**src/fas_pkg.sv**
```systemverilog
// Package of the frame animation sequencer: widths, codes and the result type.
// Used by the top level and the checker; depends on nothing.
package fas_pkg;

  localparam int MaxFramesDefault = 16;
  localparam int TimeBitsDefault  = 32;

  localparam int ActionW     = 3;
  localparam int PortTimeW   = 32;
  localparam int DelayIdxW   = 4;
  localparam int FrameNumW   = 4;
  localparam int LoopModeW   = 2;
  localparam int FrameCountW = 5;
  localparam int CfgIdxW     = 2;
  localparam int CfgDataW    = 8;

  typedef enum logic [ActionW-1:0] {
    ActTick  = 3'd0,
    ActPlay  = 3'd1,
    ActPause = 3'd2,
    ActHalt  = 3'd3,
    ActLoad  = 3'd4
  } action_e;

  localparam logic [LoopModeW-1:0] ModeOneOff = 2'd0;
  localparam logic [LoopModeW-1:0] ModeLoop   = 2'd1;
  localparam logic [LoopModeW-1:0] ModePing   = 2'd2;

  localparam logic [CfgIdxW-1:0] CfgLoopMode   = 2'd0;
  localparam logic [CfgIdxW-1:0] CfgFrameCount = 2'd1;

  typedef struct packed {
    logic [FrameNumW-1:0] frame_number;
    logic                 showing_frame;
    logic                 frame_changed;
    logic                 end_event;
    logic                 done_res;
    logic                 held;
  } result_t;

endpackage

```
**src/frame_animation_sequencer_top.sv**
```systemverilog
// Top level of the frame animation sequencer: control state, tick logic, output skid.
// Depends on fas_pkg and fas_ram.
//
// Usage: items enter on the in_ channel (valid/stall) and carry an action, a time,
// and for load delay a frame index and a delay. Every accepted item yields exactly
// one result on the out_ channel, registered in the result or the skid register;
// one item can be accepted in every cycle while in_stall_o is low.
// The per-item work is one time subtraction and compare against the current frame's
// delay plus a small position update, all ahead of the result register. The delay
// of the next frame is read ahead from the delay RAM at the next position, with a
// bypass for a delay written to that frame in the same cycle.
// The cfg_ channel (valid/ready, always ready) writes loop_mode (index 0) and
// frame_count (index 1); the user uses it only while no item is in flight, which the block itself does not enforce.
// When the receiver stalls, the result register holds and one more item is taken
// into a skid register; in_stall_o rises only while that skid register is full.
// Reset clears the control state: the animation is finished and idle until play,
// at frame 0, not showing. Delays are undefined until loaded.
module frame_animation_sequencer_top #(
  parameter int MAX_FRAMES = fas_pkg::MaxFramesDefault,
  parameter int TIME_BITS  = fas_pkg::TimeBitsDefault
) (
  input  logic                             clk_i,
  input  logic                             rst_ni,
  input  logic                             in_valid_i,
  output logic                             in_stall_o,
  input  logic [fas_pkg::ActionW-1:0]      in_action_i,
  input  logic [fas_pkg::PortTimeW-1:0]    in_now_i,
  input  logic [fas_pkg::DelayIdxW-1:0]    in_delay_index_i,
  input  logic [fas_pkg::PortTimeW-1:0]    in_delay_value_i,
  output logic                             out_valid_o,
  input  logic                             out_stall_i,
  output logic [fas_pkg::FrameNumW-1:0]    out_frame_number_o,
  output logic                             out_showing_frame_o,
  output logic                             out_frame_changed_o,
  output logic                             out_end_event_o,
  output logic                             out_done_res_o,
  output logic                             out_held_o,
  input  logic                             cfg_valid_i,
  output logic                             cfg_ready_o,
  input  logic [fas_pkg::CfgIdxW-1:0]      cfg_index_i,
  input  logic [fas_pkg::CfgDataW-1:0]     cfg_data_i
);

  localparam int PosW      = (MAX_FRAMES > 1) ? $clog2(MAX_FRAMES) : 1;
  localparam int CntW      = ($clog2(MAX_FRAMES + 1) > fas_pkg::FrameCountW) ?
                             $clog2(MAX_FRAMES + 1) : fas_pkg::FrameCountW;
  localparam int FrameNumW = fas_pkg::FrameNumW;
  localparam logic [CntW-1:0] MaxCnt = CntW'(MAX_FRAMES);

  logic [fas_pkg::LoopModeW-1:0]   loop_mode_q;
  logic [fas_pkg::FrameCountW-1:0] frame_count_q;

  logic [PosW-1:0]      pos_q, pos_d;
  logic                 back_q, back_d;
  logic                 fin_q, fin_d;
  logic                 paused_q, paused_d;
  logic                 show_q, show_d;
  logic [TIME_BITS-1:0] last_q, last_d;

  logic                 byp_hit_q;
  logic [TIME_BITS-1:0] byp_data_q;
  logic [TIME_BITS-1:0] ram_rdata;
  logic [TIME_BITS-1:0] delay_cur;

  fas_pkg::result_t main_q, skid_q, res_new;
  logic             main_valid_q, skid_valid_q;

  logic                 in_acc, out_pop;
  fas_pkg::action_e     action;
  logic [TIME_BITS-1:0] now_t, val_t, elapsed;
  logic [CntW-1:0]      fc_ext, fc_eff;
  logic                 ping, active, tick_fire, at_end, back_t;
  logic                 changed, ended, load_we;
  logic [PosW-1:0]      load_addr;

  assign cfg_ready_o = 1'b1;

  always_ff @(posedge clk_i or negedge rst_ni) begin
    if (!rst_ni) begin
      loop_mode_q   <= fas_pkg::ModeOneOff;
      frame_count_q <= '0;
    end else if (cfg_valid_i && cfg_ready_o) begin
      unique case (cfg_index_i)
        fas_pkg::CfgLoopMode:   loop_mode_q   <= cfg_data_i[fas_pkg::LoopModeW-1:0];
        fas_pkg::CfgFrameCount: frame_count_q <= cfg_data_i[fas_pkg::FrameCountW-1:0];
        default: ;
      endcase
    end
  end

  assign in_stall_o = skid_valid_q;
  assign in_acc     = in_valid_i && !in_stall_o;
  assign out_pop    = main_valid_q && !out_stall_i;

  assign action    = fas_pkg::action_e'(in_action_i);
  assign now_t     = TIME_BITS'(in_now_i);
  assign val_t     = TIME_BITS'(in_delay_value_i);
  assign load_addr = PosW'(in_delay_index_i);

  assign delay_cur = byp_hit_q ? byp_data_q : ram_rdata;
  assign elapsed   = now_t - last_q;
  assign fc_ext    = CntW'(frame_count_q);
  assign fc_eff    = (fc_ext > MaxCnt) ? MaxCnt : fc_ext;
  assign ping      = (loop_mode_q == fas_pkg::ModePing);
  assign active    = !paused_q && !fin_q && (fc_eff != '0);
  assign tick_fire = active && (elapsed > delay_cur);
  assign at_end    = (CntW'(pos_q) + CntW'(1)) >= fc_eff;

  always_comb begin
    pos_d    = pos_q;
    back_d   = back_q;
    fin_d    = fin_q;
    paused_d = paused_q;
    show_d   = show_q;
    last_d   = last_q;
    changed  = 1'b0;
    ended    = 1'b0;
    load_we  = 1'b0;
    back_t   = ping && back_q;
    if (in_acc) begin
      unique case (action)
        fas_pkg::ActTick: begin
          if (tick_fire) begin
            last_d = now_t;
            if (at_end && (loop_mode_q == fas_pkg::ModeLoop)) begin
              pos_d   = '0;
              back_d  = 1'b0;
              show_d  = 1'b1;
              changed = 1'b1;
            end else begin
              if (at_end) begin
                if (ping) begin
                  back_t = !back_t;
                end else begin
                  fin_d = 1'b1;
                end
              end
              if (back_t && (pos_q == '0)) begin
                fin_d = 1'b1;
              end
              back_d = back_t;
              if (fin_d) begin
                show_d = 1'b0;
                ended  = 1'b1;
              end else begin
                pos_d   = back_t ? (pos_q - PosW'(1)) : (pos_q + PosW'(1));
                show_d  = 1'b1;
                changed = 1'b1;
              end
            end
          end
        end
        fas_pkg::ActPlay: begin
          fin_d    = 1'b0;
          paused_d = 1'b0;
          pos_d    = '0;
          back_d   = 1'b0;
          last_d   = now_t;
        end
        fas_pkg::ActPause: paused_d = 1'b1;
        fas_pkg::ActHalt:  fin_d    = 1'b1;
        fas_pkg::ActLoad:  load_we  = (CntW'(in_delay_index_i) < MaxCnt);
        default: ;
      endcase
    end
  end

  always_comb begin
    res_new.frame_number  = FrameNumW'(pos_d);
    res_new.showing_frame = show_d;
    res_new.frame_changed = changed;
    res_new.end_event     = ended;
    res_new.done_res      = fin_d;
    res_new.held          = paused_d;
  end

  always_ff @(posedge clk_i or negedge rst_ni) begin
    if (!rst_ni) begin
      pos_q     <= '0;
      back_q    <= 1'b0;
      fin_q     <= 1'b1;
      paused_q  <= 1'b0;
      show_q    <= 1'b0;
      last_q    <= '0;
      byp_hit_q <= 1'b0;
    end else begin
      pos_q     <= pos_d;
      back_q    <= back_d;
      fin_q     <= fin_d;
      paused_q  <= paused_d;
      show_q    <= show_d;
      last_q    <= last_d;
      byp_hit_q <= load_we && (load_addr == pos_d);
    end
  end

  always_ff @(posedge clk_i) begin
    byp_data_q <= val_t;
  end

  fas_ram #(
    .WIDTH (TIME_BITS),
    .DEPTH (MAX_FRAMES),
    .ADDR_W(PosW)
  ) u_delay_ram (
    .clk_i  (clk_i),
    .we_i   (load_we),
    .waddr_i(load_addr),
    .wdata_i(val_t),
    .raddr_i(pos_d),
    .rdata_o(ram_rdata)
  );

  always_ff @(posedge clk_i or negedge rst_ni) begin
    if (!rst_ni) begin
      main_valid_q <= 1'b0;
      skid_valid_q <= 1'b0;
    end else if (out_pop || !main_valid_q) begin
      if (skid_valid_q) begin
        main_valid_q <= 1'b1;
        skid_valid_q <= 1'b0;
      end else begin
        main_valid_q <= in_acc;
      end
    end else if (in_acc) begin
      skid_valid_q <= 1'b1;
    end
  end

  always_ff @(posedge clk_i) begin
    if (out_pop || !main_valid_q) begin
      main_q <= skid_valid_q ? skid_q : res_new;
    end else if (in_acc) begin
      skid_q <= res_new;
    end
  end

  assign out_valid_o         = main_valid_q;
  assign out_frame_number_o  = main_q.frame_number;
  assign out_showing_frame_o = main_q.showing_frame;
  assign out_frame_changed_o = main_q.frame_changed;
  assign out_end_event_o     = main_q.end_event;
  assign out_done_res_o      = main_q.done_res;
  assign out_held_o          = main_q.held;

endmodule

```
**src/fas_ram.sv**
```systemverilog
// Generic single-port-write, single-port-read RAM with a registered read.
// Used for the frame delay store; depends on nothing.
module fas_ram #(
  parameter int WIDTH  = 32,
  parameter int DEPTH  = 16,
  parameter int ADDR_W = (DEPTH > 1) ? $clog2(DEPTH) : 1
) (
  input  logic              clk_i,
  input  logic              we_i,
  input  logic [ADDR_W-1:0] waddr_i,
  input  logic [WIDTH-1:0]  wdata_i,
  input  logic [ADDR_W-1:0] raddr_i,
  output logic [WIDTH-1:0]  rdata_o
);

  logic [WIDTH-1:0] mem_q [DEPTH];

  always_ff @(posedge clk_i) begin
    if (we_i) begin
      mem_q[waddr_i] <= wdata_i;
    end
    rdata_o <= mem_q[raddr_i];
  end

endmodule

```
**config.mk**
```make
export PLATFORM = sky130hd
export DESIGN_NAME = frame_animation_sequencer_top
export DESIGN_NICKNAME = d
export VERILOG_FILES = /design/src/fas_pkg.sv /design/src/frame_animation_sequencer_top.sv /design/src/fas_ram.sv
export SDC_FILE = /design/constraint.sdc
export NUM_CORES = 1
export LEC_CHECK = 0
export BUFFER_PORTS_ARGS = -buffer_cell sky130_fd_sc_hd__buf_2
export CAP_MARGIN = 20
export CORE_ASPECT_RATIO = 0.6
export CORE_MARGIN = 5
export CORE_UTILIZATION = 45
export CTS_CLUSTER_DIAMETER = 60
export CTS_CLUSTER_SIZE = 10
export DETAILED_ROUTE_END_ITERATION = 6
export PLACE_DENSITY = 0.7
export SLEW_MARGIN = 5
export SYNTH_ARGS = -nofsm -noshare
export SYNTH_HDL_FRONTEND = slang
export SYNTH_SLANG_ARGS = --single-unit
```
**constraint.sdc**
```tcl
create_clock -name clk_i -period 6.7 [get_ports clk_i]
set_input_delay 0 -clock clk_i [delete_from_list [all_inputs] [get_ports clk_i]]
set_output_delay 0 -clock clk_i [all_outputs]
set_load 0.05 [all_outputs]
```
# Word-level counts from Yosys, hierarchy flattened
# Memory sizes are Yosys's and may differ from the RTL's. A register that Yosys moved wholly into a read port is not among the register bits.
# Index checks and enable logic that the tools add are counted.
word_totals:
  mem_bits_rw: 512
  reg_bits: 100
  n_memories: 1
  output_inout_bits: 12
memory_table:
  columns: ["name", "depth", "width", "read_ports", "rd_clocked_by_memory_dff", "wr", "line_no", "source"]
  rows:
  - ["u_delay_ram.mem_q", 16, 32, 1, 1, 1, "fas_ram.sv:16", "logic [WIDTH-1:0] mem_q [DEPTH];"]
classes:
  bitwise: 1
  muxes: 53
  n_reduce_logical: 26
  order_cmp: 3
  addsub: 4
  eq_ne: 9
ops:
  columns: ["cell", "n"]
  rows:
  - ["$mux 32", 2]
  - ["$pmux 32 s2", 1]
  - ["$mux 1", 39]
  - ["$gt 32x32->1", 1]
  - ["$sub 32x32->32", 1]
  - ["$mux 4", 5]
  - ["$logic_and 1x1->1", 9]
  - ["$mux 9", 1]
  - ["$pmux 4 s2", 1]
  - ["$eq 3x2->1 const B", 2]
  - ["$logic_not 1->1", 6]
  - ["$reduce_and 2->1", 3]
  - ["$add 4x1->5 const B", 1]
  - ["$ge 5x5->1", 1]
  - ["$gt 5x5->1 const B", 1]
  - ["$mux 5", 1]
  - ["$reduce_bool 5->1", 1]
  - ["$add 4x1->4 const B", 1]
  - ["$eq 2x1->1 const B", 2]
  - ["$eq 4x4->1", 1]
  - ["$logic_not 4->1", 1]
  - ["$pmux 1 s2", 2]
  - ["$reduce_bool 2->1", 2]
  - ["$sub 4x1->4 const B", 1]
  - ["10 further kinds", 10]

# Logic depth before layout (Yosys ltp)
depth:
  depth_word: 22
  depth_mapped: 30
  mapped_depth_nobuf: 26

# Cells and area by module
# From an unflattened synthesis, not the netlist that was laid out.
unflattened:
  cells_unflattened: 1493
  area_unflattened_um2: 26132.6
by_module_without_submodules:
  columns: ["module", "n_inst", "cells_each", "area_each_um2"]
  rows:
  - ["fas_ram", 1, 838, 19835.3]
  - ["frame_animation_sequencer_top", 1, 655, 6297.3]

# Worst setup path after synthesis
# No wires, ideal clock.
synth_path:
  kind: "register to register"
  start: "register last_q[0]"
  end: "register u_delay_ram.rdata_o[10] (read register of u_delay_ram.mem_q)"
  t_required_ps: 6573
  n_path_buf: 3
  stages_incl_launch_ff: 28
  period_less_slack_ps: 6152
  arrival_ps: 6025
  setup_slack_ps: 548
  setup_time_ps: 127
  path_cell_list: "dfrtp_1 > ha_1 > inv_1 > fa_1 > a211oi_1 > o21ai_0 > a21oi_1 > o21ai_0 > a21o_1 > a221oi_1 > o21ai_0 > a211oi_1 > o31ai_1 > xor2_1 > ha_1 > nand4_2 > nor4_2 > nor3b_2 > o41ai_1 > and2_1 > buf_2 > or4_4 > buf_6 > buf_2 > nand3_1 > a211oi_1 > or4_1 > or3_1"
synth_via:
  elab_chain_cells: 6
synth_lines:
  columns: ["element", "line_no", "source"]
  rows:
  - ["from (decl)", "frame_animation_sequencer_top.sv:58", "logic [TIME_BITS-1:0] last_q, last_d;"]
  - ["from (signal assigned)", "frame_animation_sequencer_top.sv:192", "last_q <= last_d;"]
  - ["$sub 32x32->32", "frame_animation_sequencer_top.sv:101", "assign elapsed = now_t - last_q;"]
  - ["$gt 32x32->1", "frame_animation_sequencer_top.sv:106", "assign tick_fire = active && (elapsed > delay_cur);"]
  - ["$logic_and 1x1->1", "frame_animation_sequencer_top.sv:106", null]
  - ["$mux 4", "frame_animation_sequencer_top.sv:123", "if (tick_fire) begin"]
  - ["$pmux 4 s2", "frame_animation_sequencer_top.sv:121", "unique case (action)"]
  - ["$mux 4", "frame_animation_sequencer_top.sv:120", "if (in_acc) begin"]
  - ["to (decl)", "fas_ram.sv:13", "output logic [WIDTH-1:0] rdata_o"]
# No other way between the ends.
# A chain may end at the register's enable or synchronous reset.

# Worst setup path in the final report
layout_path:
  start: "register last_q[0]"
  end: "register u_delay_ram.rdata_o[14] (read register of u_delay_ram.mem_q)"
# Same word-level chain as after synthesis.

==> metrics.txt <==
# TYPE chip_impl_metric gauge
chip_impl_metric{name="p_seq_frac",unit=""} 0.440
chip_impl_metric{name="hpwlAfterDp",unit="µm"} 41700
chip_impl_metric{name="largest_net_degree_at_the_start_of_global_routing",unit=""} 61
chip_impl_metric{name="final_core_utilization",unit=""} 0.544
chip_impl_metric{name="final_worst_path_cycle_share",unit=""} 0.962
chip_impl_metric{name="first_iter_violations",unit=""} 2105
chip_impl_metric{name="powerDensity",unit="nW/µm²"} 314
chip_impl_metric{name="syn_inst",unit=""} 1975
chip_impl_metric{name="start_util",unit=""} 0.454
chip_impl_metric{name="required",unit="ps"} 7170
chip_impl_metric{name="core-area",unit="µm²"} 60900
chip_impl_metric{name="yosys.cell_types.count",unit=""} 74
chip_impl_metric{name="number_of_max_slew_violations_in_the_final_report",unit=""} 0
chip_impl_metric{name="count_of_input_and_output_buffers",unit=""} 93
chip_impl_metric{name="grt_usage",unit=""} 0.212
chip_impl_metric{name="place_congestion",unit=""} 0.882
chip_impl_info{name="cpLargestDelayFamily",value="compound AO/OA/AOI/OAI gates"} 1
chip_impl_info{name="cp_slowest_cell",value="or4_1"} 1
chip_impl_metric{name="ios",unit=""} 98
chip_impl_info{name="worstSetupStartpointType",value="register"} 1
chip_impl_metric{name="max-clock-path-buffers",unit=""} 3
chip_impl_metric{name="synth-seq-cells",unit=""} 644
chip_impl_metric{name="max_clock_freq",unit="MHz"} 155
chip_impl_metric{name="netlist_area",unit="µm²"} 27700
chip_impl_metric{name="core.rowCount",unit=""} 70
chip_impl_metric{name="wire_length_of_the_first_global_routing_pass",unit="µm"} 109000
chip_impl_metric{name="internal-power",unit="mW"} 7.57
chip_impl_info{name="holdCritPathClass",value="primary input to async pin"} 1
chip_impl_metric{name="first_pass_iters",unit=""} 6
chip_impl_metric{name="placed_cell_area",unit="µm²"} 29700
chip_impl_metric{name="postLayoutCellArea",unit="µm²"} 33100
chip_impl_metric{name="fp.dieH",unit="µm"} 202
chip_impl_metric{name="p_clk_frac",unit=""} 0.352
chip_impl_info{name="r2r_start",value="last_q[0]"} 1
chip_impl_metric{name="post_layout_nets",unit=""} 2373
chip_impl_metric{name="max_slew.worst_pin.slew",unit="ps"} 971
chip_impl_info{name="clock_tree_from_tritoncts",value="done"} 1
chip_impl_metric{name="ys_async_sr_fraction",unit=""} 0.0776
chip_impl_metric{name="syn_to_final_growth",unit="%"} 19.8
chip_impl_metric{name="drtAntennaViolNets",unit=""} 0
chip_impl_metric{name="drv_cap",unit=""} 0
chip_impl_metric{name="antenna_violations_before_repair",unit=""} 1
chip_impl_metric{name="remaining_drc_errors",unit=""} 0
chip_impl_metric{name="drt-total-wl",unit="µm"} 73500
chip_impl_metric{name="power",unit="mW"} 10.4
chip_impl_info{name="critical_path_launch_point",value="last_q[0]"} 1
chip_impl_info{name="outcome",value="finished clean"} 1
chip_impl_metric{name="cts_sinks",unit=""} 644
chip_impl_info{name="dominantRegCellSynth",value="edfxtp_1"} 1
chip_impl_metric{name="grt_pass1_vias",unit=""} 17841
chip_impl_metric{name="worst_path_largest_cell_delay",unit="ps"} 520
chip_impl_metric{name="worst_ir_drop_vdd",unit="µV"} 187
chip_impl_metric{name="globalRouteOverflowTotal",unit=""} 0
chip_impl_info{name="critical_path_end_type",value="register"} 1
chip_impl_metric{name="power.share.combinational",unit=""} 0.207
chip_impl_metric{name="synth_fp_nets",unit=""} 2135
chip_impl_metric{name="hold_viol_final",unit=""} 0
chip_impl_metric{name="finalClockSkew",unit="ps"} 17.5
chip_impl_metric{name="netSwitchingFraction",unit=""} 0.273
chip_impl_metric{name="cellLeakagePower",unit="nW"} 11.5
chip_impl_metric{name="die-width",unit="µm"} 330
chip_impl_metric{name="worst-endpoint-arrival",unit="ps"} 6920
chip_impl_metric{name="power.net_switching",unit="mW"} 2.84
chip_impl_info{name="cts_root_buffer",value="clkbuf_16"} 1
chip_impl_metric{name="yosysWarnings",unit=""} 0
chip_impl_metric{name="maxSlewHeadroom",unit=""} 0.344
chip_impl_metric{name="n_fill_cell",unit=""} 4823
chip_impl_metric{name="wl_per_cell",unit="µm"} 23.7
chip_impl_metric{name="tritoncts.num_buffers",unit=""} 74
chip_impl_metric{name="critPathBufInv",unit=""} 6
chip_impl_metric{name="clk-insertion-delay-late",unit="ps"} 600
chip_impl_metric{name="h-tree-depth",unit=""} 3
chip_impl_metric{name="post_drt_via_cell_ratio",unit=""} 5.96
chip_impl_metric{name="yosysSeqAreaShare",unit=""} 0.667
chip_impl_metric{name="drive_gt1_frac",unit=""} 0.167
chip_impl_info{name="timing.setup.critical_path_class",value="register to register"} 1
chip_impl_metric{name="layout_min_cycle_time",unit="ps"} 6450
chip_impl_metric{name="die_area",unit="µm²"} 66700
chip_impl_metric{name="avgSynthCellArea",unit="µm²"} 14.0
chip_impl_metric{name="crit_fanout",unit=""} 28
chip_impl_metric{name="clkSlewWorstSetupHoldPaths",unit="ps"} 60
chip_impl_metric{name="setup_viol",unit=""} 0
chip_impl_metric{name="fin_worst_hold_slack",unit="ps"} 43.2
chip_impl_metric{name="edff_count_synth",unit=""} 530
chip_impl_metric{name="detailroute.via_count",unit=""} 18455
per-layer routing:
metal / GRT usage / routed length (µm) / vias to the layer above
met5: 0 / 0 / -
met3: 0.0481 / 7720 / 126
li1: - / - / 8219
met4: 0.0494 / 1410 / 0
met1: 0.325 / 32400 / 9198
met2: 0.309 / 31900 / 912
cell usage in the layout (no fill, tap or decap), types with 5 or more instances in the layout:
master	count
edfxtp_1	530
mux2i_1	161
nand3_1	140
o21ai_0	137
a211oi_1	135
buf_2	93
dlygate4sd3_1	91
clkbuf_16	81
ha_1	72
buf_4	65
o22ai_1	64
dfxtp_1	64
dfrtp_1	48
clkbuf_1	48
mux2_2	46
inv_1	44
a21oi_1	44
nand2_1	37
or4_1	34
or3_1	34
nor2_1	29
a21o_1	25
xnor2_1	24
buf_12	23
o21ai_1	15
nand4_1	15
nor2_4	13
xor2_1	12
nor2b_1	11
nand2b_1	9
o21a_1	8
nor3_1	8
o211ai_1	6
and3_1	5
nor4_1	5
clkinv_8	5
buf_16	5
buf_6	5
flip-flops by register name, summed over array words and instances (netlist names):
signal               count
out_valid_o              1
out_showing_frame_o      1
u_delay_ram.rdata_o     32
out_frame_changed_o      1
out_held_o               1
byp_data_q              32
paused_q                 1
fin_q                    1
out_end_event_o          1
skid_q                   9
out_done_res_o           1
back_q                   1
pos_q                    4
in_stall_o               1
last_q                  32
u_delay_ram.mem_q      512
byp_hit_q                1
loop_mode_q              2
out_frame_number_o       4
fc_ext                   5
show_q                   1
synthesized netlist by cell type, types with 9 or more instances:
library cell | count | area share
nand2b_1 | 9 | 0.0020
nand3_1 | 140 | 0.025
inv_1 | 44 | 0.0060
a21o_1 | 25 | 0.0068
or4_1 | 34 | 0.0092
clkbuf_1 | 64 | 0.0087
xnor2_1 | 24 | 0.0076
buf_2 | 38 | 0.0069
or3_1 | 34 | 0.0077
xor2_1 | 12 | 0.0038
nor3_1 | 12 | 0.0022
edfxtp_1 | 530 | 0.58
a21oi_1 | 46 | 0.0083
buf_1 | 9 | 0.0012
nor2_1 | 41 | 0.0056
nand4_1 | 15 | 0.0034
nand2_1 | 38 | 0.0052
dfrtp_1 | 49 | 0.044
ha_1 | 72 | 0.033
o22ai_1 | 65 | 0.015
dfxtp_1 | 64 | 0.046
a211oi_1 | 136 | 0.037
mux2_2 | 46 | 0.019
mux2i_1 | 161 | 0.058
o21ai_0 | 147 | 0.027
nor2b_1 | 11 | 0.0025
final timing paths:
kind                       slack, ps                      end  cells after the start
setup / recovery                 250  u_delay_ram.rdata_o[14]                     29
hold reg to reg                  500                   show_q                      1
hold / removal                    40           loop_mode_q[0]                      3
max in group asynchronous       5970                    fin_q                      3
setup reg to reg                 250  u_delay_ram.rdata_o[14]                     29
min in group clk_i               190               last_q[30]                      3
per-stage QoR:
stage | setup TNS, ps | setup slack, ps | instances
floorplan | 0 | 548 | 1975
global placement | 0 | 95.5 | 2859
detailed placement | -862 | -63.3 | 2859
CTS | 0 | 28.1 | 3083
global route | -377 | -33.8 | 3096
finish | 0 | 254 | 3096
tightest hold or removal path, delay by kind of cell:
kind / cells / cell delay, ps
buffers and inverters: 3 / 1110
final cells by class:
cell class                      count  area [µm²]  share of cell area
Clock buffer                      125        2110              0.0636
Multi-Input combinational cell   1159        8660               0.261
Clock inverter                      5        72.6             0.00219
Inverter                           47         189             0.00570
Antenna cell                        1        2.50           0.0000755
Timing Repair Buffer              287        2620              0.0792
Tap cell                          828        1040              0.0313
Sequential cell                   644       18500               0.557
kinds of logic after synthesis:
logic type      share of synthesized area
simple gates                       0.0727
mux                                0.0770
flops                               0.667
buf+inv                            0.0278
fa+ha+maj                          0.0340
compound gates                      0.110
xor+xnor                           0.0114
other cells                      0.000136
power by group through the flow:
stage	registers (mW)	clock network (mW)	logic, mW
floorplan	4.67	0	1.38
global placement	4.66	0	1.91
detailed placement	4.67	0	1.99
CTS	4.59	3.71	2.07
global route	4.60	3.92	2.37
finish	4.59	3.67	2.16
repair_timing:
action                     in CTS  in global routing
cloned                          1                  4
gates resized for setup         5                 28
hold endpoints to repair      651                  0
setup endpoints to repair      32                 33
setup buffers                   2                  7
hold buffers                   91                  0
pin swaps                       1                 10
Note: power is estimated with default switching activity, not from simulation.
